## config.mk

```make
export PLATFORM = sky130hd
export DESIGN_NAME = snd_ctrl
export DESIGN_NICKNAME = d
export VERILOG_FILES = /design/src/design/snd_pkg.sv /design/src/design/snd_ctrl.sv
export SDC_FILE = /design/constraint.sdc
export NUM_CORES = 1
export LEC_CHECK = 0
export ABC_CLOCK_PERIOD_IN_PS = 1550
export BUFFER_PORTS_ARGS = -buffer_cell sky130_fd_sc_hd__buf_2
export CAP_MARGIN = 20
export CORE_AREA = 2 2 39 41
export CTS_BUF_LIST = sky130_fd_sc_hd__clkbuf_16
export CTS_CLUSTER_DIAMETER = 80
export CTS_CLUSTER_SIZE = 30
export DETAILED_ROUTE_END_ITERATION = 7
export DIE_AREA = 0 0 41 43
export HOLD_SLACK_MARGIN = 0.03
export SLEW_MARGIN = 40
export SYNTH_ARGS = -nofsm -noshare
export SYNTH_HDL_FRONTEND = slang
export SYNTH_SLANG_ARGS = --single-unit
```

## constraint.sdc

```tcl
create_clock -name clk -period 1.55 [get_ports clk]
set_input_delay 0.3875 -clock clk [delete_from_list [all_inputs] [get_ports clk]]
set_output_delay 0.3875 -clock clk [all_outputs]
set_load 0.005 [all_outputs]
```

## src/design/snd_pkg.sv

```systemverilog
package snd_pkg;

	localparam int DEF_NUM_BINS  = 21;
	localparam int DEF_BIN_WIDTH = 10;
	localparam int WORD_W        = 32;
	localparam int LOG_WORD_W    = $clog2(WORD_W);
	localparam int BIN_MAX_W     = 5;
	localparam int LUT_DEPTH     = 256;

	typedef logic [BIN_MAX_W-1:0] bin_lut_t [LUT_DEPTH];

	typedef struct packed {
		logic load;
		logic bin;
		logic mix;
		logic idx;
		logic rd;
		logic upd;
		logic clr;
	} snd_cmd_t;

	typedef struct packed {
		logic clr_last;
	} snd_status_t;

	function automatic bin_lut_t make_bin_lut(int n, int bw);
		bin_lut_t lut;
		int b;
		int r;
		int x;
		b = 0;
		r = 0;
		for (x = 0; x < LUT_DEPTH; x++) begin
			lut[x] = (b > n - 1) ? BIN_MAX_W'(n - 1) : BIN_MAX_W'(b);
			r++;
			if (r == bw) begin
				r = 0;
				b++;
			end
		end
		return lut;
	endfunction

endpackage

```

## src/design/snd_ctrl.sv

```systemverilog
module snd_ctrl
	import snd_pkg::*;
(
	input  logic        clk,
	input  logic        arst_n,
	input  logic        start,
	input  snd_status_t status,
	output snd_cmd_t    cmd,
	output logic        busy,
	output logic        done
);

	typedef enum logic [6:0] {
		ST_CLEAR  = 7'b0000001,
		ST_IDLE   = 7'b0000010,
		ST_BIN    = 7'b0000100,
		ST_MIX    = 7'b0001000,
		ST_IDX    = 7'b0010000,
		ST_READ   = 7'b0100000,
		ST_UPDATE = 7'b1000000
	} state_t;

	state_t state_q;
	state_t state_d;
	logic   done_q;

	always_comb begin
		state_d = state_q;
		cmd     = '0;
		unique case (state_q)
			ST_CLEAR: begin
				cmd.clr = 1'b1;
				if (status.clr_last) state_d = ST_IDLE;
			end
			ST_IDLE: begin
				if (start) begin
					cmd.load = 1'b1;
					state_d  = ST_BIN;
				end
			end
			ST_BIN: begin
				cmd.bin = 1'b1;
				state_d = ST_MIX;
			end
			ST_MIX: begin
				cmd.mix = 1'b1;
				state_d = ST_IDX;
			end
			ST_IDX: begin
				cmd.idx = 1'b1;
				state_d = ST_READ;
			end
			ST_READ: begin
				cmd.rd  = 1'b1;
				state_d = ST_UPDATE;
			end
			ST_UPDATE: begin
				cmd.upd = 1'b1;
				state_d = ST_IDLE;
			end
			default: state_d = ST_CLEAR;
		endcase
	end

	always_ff @(posedge clk or negedge arst_n) begin
		if (!arst_n) begin
			state_q <= ST_CLEAR;
			done_q  <= 1'b0;
		end else begin
			state_q <= state_d;
			done_q  <= (state_q == ST_UPDATE);
		end
	end

	assign busy = (state_q != ST_IDLE);
	assign done = done_q;

endmodule

```

Word level (Yosys, flattened, before mapping)
Cells that the tools add are included.
- flip-flop bits (word level): 8
- bits of input ports: 4
- equality and inequality tests: 10
- multiplexer cells: 11
- reduce and logical (&&, ||, !) cells: 1
- operator list (cell ; count):
    case mux 7 bit (7 select lines) ; 1
    2-to-1 mux 7 bit ; 2
    2-to-1 mux 1 bit ; 8
    == test 7 x 1 -> 1 bit, second input constant ; 1
    == test 7 x 2 -> 1 bit, second input constant ; 1
    == test 7 x 3 -> 1 bit, second input constant ; 1
    == test 7 x 4 -> 1 bit, second input constant ; 1
    == test 7 x 5 -> 1 bit, second input constant ; 1
    == test 7 x 6 -> 1 bit, second input constant ; 1
    == test 7 bit, second input constant ; 1
    != test 7 x 2 -> 1 bit, second input constant ; 1
    != test 2 bit, second input constant ; 2
    AND reduction 2 bit ; 1

Logic depth before layout (Yosys ltp)
Gate-level depths: netlist of the first run.
- depth in word-level cells: 3
- gate-level depth with buffers: 5
- gate-level depth less buffers: 3

Worst setup path before layout of the first run
OpenSTA, ideal clock, no wires.
- path kind: flip-flop to output port
- from: register state_q[3]
- to: output cmd[6] (netlist name)
- data arrival time: 1.333 ns
- setup slack: -0.170 ns
- stages on the path, launching flop included: 5
- cells stage by stage: dfrtp_1 > buf_6 > or4_4 > nor2_2 > and4b_1
- RTL lines (item ; line ; RTL):
    from (decl) ; snd_ctrl.sv:23 ; state_t state_q;
    from (signal assigned) ; snd_ctrl.sv:70 ; state_q <= state_d;
    to (decl) ; snd_ctrl.sv:8 ; output snd_cmd_t cmd,

==> out/metrics.csv, run 1 <==
stage,metric,value,unit
route,viasPerCell,5.022,
synthesis,synth_cell_types,26,
clocking,clk_path_buf_depth,2,
min_path,hold_class,in -> reg,
layout,drive_gt1_share,61.04,%
synthesis,synth_fp_nets,52,
sta,finalSetupViolations,9,
synthesis,avgSynthCellArea,10.14,sq um
floorplanning,die_area,1763,sq um
clocking,htreeDepth,1,
power,peakVddDrop,0.9147,mV
sta,fmaxAchievable,0.5131,GHz
sta,slew_headroom,84.07,%
global_routing,grt-ovfl-total,0,
sta,hold_violations,0,
global_routing,grt_max_degree,11,
synthesis,netlist_instances,48,
synthesis,synth_warnings,0,
synthesis,ys_ff_latch,8,
synthesis,yosysMostFrequentCell,dfrtp_1,
critical_path,cp-start-kind,flop,
floorplanning,initial_utilization,35.17,%
critical_path,arrival,1.56,ns
critical_path,critPathMaxFanout,3,
run_status,status,finished with violations,
clocking,clock_latency,0.23,ns
critical_path,r2r_start,state_q[2],
sta,finalCritPeriodShare,125.7,%
placement,place_congestion,0.7345,
route,antenna_left,0,
power,leakagePower,0.0003901,uW
clocking,cts.sinks,8,
global_routing,antenna_found_initial,0,
critical_path,critical_path_required,1.16,ns
synthesis,ys_seq_area_share,41.39,%
sta,tns,-2.541,ns
global_routing,grt_pass1_wl,2076,microns
synthesis,synth.area.top_cells,"dfrtp_1 36%, nor4_1 6.4%, dfstp_2 5.4%",
layout,nets,82,
route,vias,467,
critical_path,startpoint,state_q[3],
sta,skew,0.002907,ns
power,power_density,1354,nW/um^2
route,drc,0,
global_routing,grt_pass1_vias,467,
clocking,path_clk_slew,0.04,ns
sta,rsz0062_at_grt,true,
clocking,clockRootBuffer,clkbuf_16,
clocking,tritoncts,yes,
floorplanning,io_pins,13,
floorplanning,row_count,14,
synthesis,netlist_area,486.7,sq um
floorplanning,core-area,1384,sq um
synthesis,synthTopCellsByCount,"7 x dfrtp_1, 5 x nor2_1, 5 x nor4_1, 3 x buf_2, 3 x nor3b_1",
synthesis,synth_top_cell_by_area,dfrtp_1,
sta,worstMarginPinSlew,0.2357,ns
route,drtIter0Drc,2,
sta,period_needed,1.949,ns
synthesis,synth_top_area_share,35.99,%
route,firstDrtPassIters,2,
clocking,cts_buffers,3,
sta,layout_setup_ws,-0.3991,ns
layout,antenna_cells,0,
sta,drv_slew,0,
min_path,min-delay-start,start,
route,wire_per_inst,14.22,microns
synthesis,async_flop_share,100.0,%
layout,area_growth,71.72,%
synthesis,ys.flop_type,dfrtp_1,
synthesis,synth-edff-count,0,
critical_path,critPathKind,reg -> out,
placement,dp_hpwl,790.3,microns
global_routing,grt.total_usage,18.15,%
route,totalWireLength,1322,microns
flow_run,cap_violations,0,
floorplanning,die_w,41,microns
floorplanning,die_h,43,microns
layout,final_core_util,60.40,%
placement,numPortBuffers,12,
run_status,violations,negative setup slack,
critical_path,crit_path_end_kind,output pin,
==> cell families (layout without fill, tap and decap cells) <==
group / after synthesis / count (layout) / share of synthesized area (%)
and+or+nand+nor: 27 / 27 / 40.10
DFF: 8 / 8 / 41.39
buffers and inverters: 7 / 36 / 8.483
AOI/OAI and AO/OA: 5 / 5 / 8.227
xor gates and xnor gates: 1 / 1 / 1.800
==> cell usage in the layout, fill, tap and decap left out, drive strengths merged, types with 2 or more instances in the layout <==
cell	count
nor3b	3
o311a	2
nor2	6
clkbuf	3
and4b	2
dfrtp	7
or4b	2
nor4	5
buf	31
nand2b	2
==> state kept, by name, summed over array words and instances (netlist names) <==
register / count
done: 1
state_q: 7
==> through the flow <==
| stage | power (uW) | hold WS (ns) | instances | setup slack [ns] | cell area (sq um) |
|---|---|---|---|---|---|
| after floorplan | 497.7 | 0.09191 | 48 | -0.1617 | 491.7 |
| after global placement | 632.1 | 0.2423 | 82 | -0.1586 | 628.1 |
| after detailed placement | 640.6 | 0.2442 | 82 | -0.1582 | 628.1 |
| after CTS | 1115 | 0.4695 | 92 | -0.4126 | 802.0 |
| after global routing | 1204 | 0.4886 | 93 | -0.4630 | 835.8 |
| final | 1131 | 0.4672 | 93 | -0.3991 | 835.8 |
==> layout make-up <==
type                            instances  area (sq um)
Fill cell                             115         548.0
Multi-Input combinational cell         33         311.5
Timing Repair Buffer                   32         224.0
Sequential cell                         8         201.4
Clock buffer                            3         75.07
Tap cell                               16         20.02
Clock inverter                          1         3.754
==> what timing repair did <==
action	in CTS	in global routing
endpoints found under the hold margin	7	0
endpoints found under the setup margin	9	9
setup buffers	5	1
pin swaps	3	0
resized for setup	9	4
hold buffers	1	0
==> metal layers <==
layer	global-route usage [%]	vias up	share of wire, %
li1	-	235	-
met1	23.59	219	46
met2	25.31	11	50
met3	4.712	2	3.6
met4	12.00	0	0.91
met5	0	-	0
==> path summary, 6_finish.rpt <==
check	to	slack [ns]	cells past startpoint
max	cmd[6]	-0.40	4
min	state_q[2]	0.47	2
max reg2reg	state_q[0]	-0.07	5
min reg2reg	state_q[5]	0.62	2
max in group asynchronous	state_q[0]	0.78	2
min in group asynchronous	state_q[4]	0.53	2
==> worst max-delay path, cell delays in order, from the launching register on <==
cell and delay, ns:
dfrtp_1 0.36, or4_4 0.56, nor2_4 0.11, and4b_1 0.19
buf_2 0.11
==> power breakdown <==
group / internal [uW] / leakage (uW) / total (uW) / switching, uW
combinational: 234 / 0.000241 / 436 / 201
sequential: 247 / 0.000107 / 264 / 16.9
clock: 335 / 0.0000423 / 431 / 96.0
total: 817 / 0.000390 / 1130 / 314
(Power assumes the default switching activity.)
==> inputs of run 2 (changes only) <==
- BUFFER_PORTS_ARGS: -buffer_cell sky130_fd_sc_hd__buf_2 -> not set
- DONT_BUFFER_PORTS: not set -> 1
- PLACE_DENSITY_LB_ADDON: not set -> 0.12
- RECOVER_POWER: not set -> 100
==> out/metrics.csv, run 2 (synthesis results as in run 1) <==
stage,metric,value,unit
clocking,clockRootBuffer,clkbuf_16,
power,power_switching,329.7,uW
critical_path,reg2regPathDepth,5,
global_routing,antenna_found_initial,0,
sta,whs,0.3669,ns
route,dr.max_layer_used,met4,
route,vias,441,
min_path,min-delay-start,start,
route,wire_per_inst,14.93,microns
floorplanning,io_pins,13,
route,dr_wl_met3,52,microns
clocking,clock_latency,0.23,ns
layout,drive_gt1_share,52.31,%
placement,dp_hpwl,890.9,microns
route,viasPerCell,5.444,
floorplanning,die_h,43,microns
power,peakVddDrop,0.8181,mV
critical_path,reg2reg_setup_slack,-0.11,ns
layout,nets,70,
placement,place_area,590.6,sq um
sta,rsz0062_at_grt,true,
floorplanning,core-area,1384,sq um
layout,nFillCells,121,
sta,layout_setup_ws,-0.3324,ns
critical_path,crit_path_end_kind,output pin,
run_status,status,finished with violations,
route,drc,0,
power,leakagePower,0.0003230,uW
sta,drv_slew,0,
power,switching_share,29.90,%
power,power_density,1440,nW/um^2
run_status,violations,negative setup slack,
power,comb_power_share,37.1,%
clocking,path_clk_slew,0.04,ns
sta,skew,0.001447,ns
sta,finalSetupViolations,9,
layout,fin_area,765.7,sq um
route,dr_wl_met2,679,microns
layout,largest_register,state_q,
power,clkPwrFrac,39.2,%
layout,largest_register_ffs,7,
min_path,hold_class,in -> reg,
layout,layout_common_cells,"16 x buf_4, 7 x dfrtp_1",
route,totalWireLength,1209,microns
floorplanning,die_area,1763,sq um
layout,fin_cells,81,
clocking,cts_buffers,3,
layout,antenna_cells,0,
power,pwr-share-seq,23.7,%
route,firstDrtPassIters,2,
critical_path,cp-start-kind,flop,
sta,hold_violations,0,
min_path,holdPathStages,1,
global_routing,grt-ovfl-total,0,
layout,area_growth,57.33,%
clocking,tritoncts,yes,
sta,tns,-2.308,ns
sta,slew_headroom,75.53,%
route,drtIter0Drc,8,
route,antenna_left,0,
global_routing,grt_pass1_vias,498,
clocking,clk_path_buf_depth,2,
critical_path,critPathKind,reg -> out,
critical_path,arrival,1.49,ns
clocking,htreeDepth,1,
global_routing,grt_pass1_wl,2214,microns
floorplanning,initial_utilization,35.17,%
global_routing,grt_max_degree,11,
floorplanning,die_w,41,microns
sta,fmaxAchievable,0.5312,GHz
placement,place_congestion,0.7767,
critical_path,critPathMaxFanout,3,
floorplanning,row_count,14,
critical_path,r2r_start,state_q[3],
layout,final_common_cell,buf_4,
global_routing,grt.total_usage,18.68,%
critical_path,critical_path_required,1.16,ns
placement,numPortBuffers,0,
clocking,cts.sinks,8,
sta,period_needed,1.882,ns
power,p_int,772.9,uW
flow_run,cap_violations,0,
sta,worstMarginPinSlew,0.3658,ns
sta,finalCritPeriodShare,121.4,%
critical_path,startpoint,state_q[3],
route,wl_met1,470,microns
placement,dp.cells,73,
## run 2: metal layers
metal | vias to the layer above | GRT usage (%)
li1 | 211 | -
met1 | 216 | 21.33
met2 | 12 | 30.63
met3 | 2 | 3.665
met4 | 0 | 10.00
met5 | - | 0
## run 2: what timing repair did
action	CTS	global route
setup buffers	3	0
hold buffers	1	0
endpoints found under the hold margin	8	0
pin swaps	4	0
resized for setup	10	4
endpoints found under the setup margin	9	9
cloned	0	0
## run 2: worst paths after layout
kind                              end
max                            cmd[6]
min                        state_q[2]
max reg2reg                state_q[0]
min reg2reg                state_q[5]
max in group asynchronous  state_q[0]
min in group asynchronous  state_q[2]
## run 2: power groups by stage
stage	sequential, uW	combinational, uW	clock [uW]
after detailed placement	265	348	0
final	261	410	432
after CTS	263	408	441
after floorplan	256	241	0
after global routing	268	454	450
after global placement	263	332	0
## run 2: area by class of cell
| type | count | area, sq um | area share (%) |
|---|---|---|---|
| multi-input combinational | 33 | 314.1 | 41.01 |
| clock inverter | 1 | 3.754 | 0.4902 |
| sequential | 8 | 201.4 | 26.31 |
| clock buffer | 3 | 75.07 | 9.804 |
| tap | 16 | 20.02 | 2.614 |
| timing repair buffer | 20 | 151.4 | 19.77 |
## run 2: worst max-delay path, stage by stage (launching register included)
cell,delay [ns]
dfrtp_1,0.37
or4_4,0.57
nor2_4,0.11
and4b_1,0.22
## run 2: metrics by stage
step | utilization (%) | power, uW | setup WS, ns
floorplan | - | 497.7 | -0.1617
global placement | 42.68 | 594.8 | -0.06775
finish | 55.33 | 1103 | -0.3324
global route | 55.33 | 1171 | -0.3870
CTS | 54.61 | 1113 | -0.3497
detailed placement | 42.68 | 612.1 | -0.1001
==> inputs of run 3 (changes only) <==
- GPL_TIMING_DRIVEN: not set -> 0
==> out/metrics.csv, run 3 (synthesis results as in run 1) <==
stage,metric,value,unit
layout,antenna_cells,0,
layout,largest_register,state_q,
sta,rsz0062_at_grt,true,
route,antenna_left,0,
clocking,clockRootBuffer,clkbuf_16,
floorplanning,die_area,1763,sq um
sta,period_needed,1.969,ns
layout,nFillCells,129,
run_status,violations,negative setup slack,
layout,fin_area,700.7,sq um
critical_path,r2r-end,state_q[0],
sta,slew_headroom,65.29,%
floorplanning,row_count,14,
layout,register_area,206.4,sq um
layout,final_common_cell,buf_4,
route,vias,424,
sta,drv_slew,0,
layout,drive_gt1_share,45.76,%
critical_path,reg2regPathDepth,5,
critical_path,cp-start-kind,flop,
route,viasPerCell,5.653,
floorplanning,io_pins,13,
clocking,clock_latency,0.24,ns
global_routing,grt_max_degree,11,
global_routing,grt.total_usage,15.33,%
sta,layout_setup_ws,-0.4193,ns
floorplanning,initial_utilization,35.17,%
floorplanning,die_w,41,microns
layout,layout_common_cells,"8 x buf_4, 4 x nor2_1, 4 x dfrtp_2",
layout,largest_register_ffs,7,
critical_path,r2r_start,state_q[2],
run_status,status,finished with violations,
layout,area_growth,43.96,%
sta,fmaxAchievable,0.5078,GHz
clocking,htreeDepth,1,
global_routing,antenna_found_initial,0,
critical_path,path_cells,or4_4 -> nor2_4 -> and4b_1,
placement,dp.cells,64,
sta,finalCritPeriodShare,127.1,%
route,totalWireLength,1096,microns
critical_path,critical_path_required,1.16,ns
critical_path,reg2reg_setup_slack,0.01,ns
flow_run,cap_violations,0,
clocking,cts_buffers,3,
route,firstDrtPassIters,4,
sta,hold_violations,0,
route,wire_per_inst,14.61,microns
min_path,worstHoldEndpoint,state_q[2],
layout,fin_cells,75,
power,leakagePower,0.0002840,uW
clocking,cts.sinks,8,
layout,multi_input_area,286.5,sq um
critical_path,crit_path_top_delay_cell,or4_4,
floorplanning,core-area,1384,sq um
power,peakVddDrop,0.9301,mV
min_path,hold_class,in -> reg,
critical_path,critical_path.max_stage_delay,0.57,ns
global_routing,grt_pass1_wl,1697,microns
route,drc,0,
clocking,clk_path_buf_depth,2,
placement,dp_hpwl,688,microns
global_routing,grt-ovfl-total,0,
route,drtIter0Drc,3,
critical_path,critPathMaxFanout,4,
critical_path,arrival,1.58,ns
placement,numPortBuffers,0,
floorplanning,die_h,43,microns
global_routing,grt_pass1_vias,395,
sta,finalSetupViolations,8,
placement,dp_slack,-0.2359,ns
sta,skew,0.003057,ns
layout,final_core_util,50.63,%
critical_path,critPathKind,reg -> out,
layout,nets,64,
clocking,tritoncts,yes,
placement,place_congestion,0.6324,
clocking,path_clk_slew,0.04,ns
sta,worstMarginPinSlew,0.5159,ns
min_path,min-delay-start,start,
critical_path,crit_path_end_kind,output pin,
min_path,holdPathStages,1,
placement,place_area,511.7,sq um
power,power_density,1510,nW/um^2
==> run 3: area by class of cell <==
cell class / instances / area share [%]
Timing Repair Buffer: 11 / 13.21
Multi-Input combinational cell: 33 / 40.89
Clock buffer: 3 / 10.71
Tap cell: 16 / 2.857
Sequential cell: 8 / 29.46
Buffer: 3 / 2.321
Clock inverter: 1 / 0.5357
==> run 3: power by group <==
part / total, uW / internal [uW] / switching, uW
Clock: 448 / 337 / 111
Combinational: 323 / 158 / 165
Sequential: 287 / 249 / 37.9
==> run 3: repair_timing <==
action	4_1_cts	5_1_grt
resized for setup	12	2
endpoints found under the setup margin	8	9
pin swaps	3	3
hold buffers	1	0
setup buffers	5	5
endpoints found under the hold margin	8	0
==> run 3: worst max-delay path by stage <==
stage          slack, ns      to  startpoint  cells after the start
2_1_floorplan      -0.16  cmd[6]  state_q[3]                      4
3_3_place_gp       -0.23  cmd[3]  state_q[6]                      4
3_5_place_dp       -0.24  cmd[2]  state_q[0]                      4
4_1_cts            -0.45  cmd[6]  state_q[3]                      4
5_1_grt            -0.45  cmd[6]  state_q[3]                      3
6_report           -0.42  cmd[6]  state_q[3]                      3
==> run 3: critical path, delay by kind of cell, from the launching register on <==
family           cells  cell delay [ns]
AND/OR/NAND/NOR      3             0.92
flip-flops           1             0.42
==> run 3: per-layer routing <==
metal | vias to the layer above | track usage (%) | wire [microns]
met5 | - | 0 | 0
met4 | 0 | 12.00 | 39
met3 | 5 | 6.806 | 76
met2 | 14 | 21.88 | 531
met1 | 202 | 16.67 | 449
li1 | 203 | - | -
==> run 3: through the flow <==
step / TNS (ns) / hold WS [ns] / total power (uW)
after global placement: -1.236 / 0.09208 / 532.7
after floorplan: -0.6501 / 0.09191 / 497.7
after global routing: -3.045 / 0.3552 / 1113
final: -2.620 / 0.3512 / 1058
after detailed placement: -1.277 / 0.09203 / 539.8
after CTS: -2.718 / 0.3516 / 1053
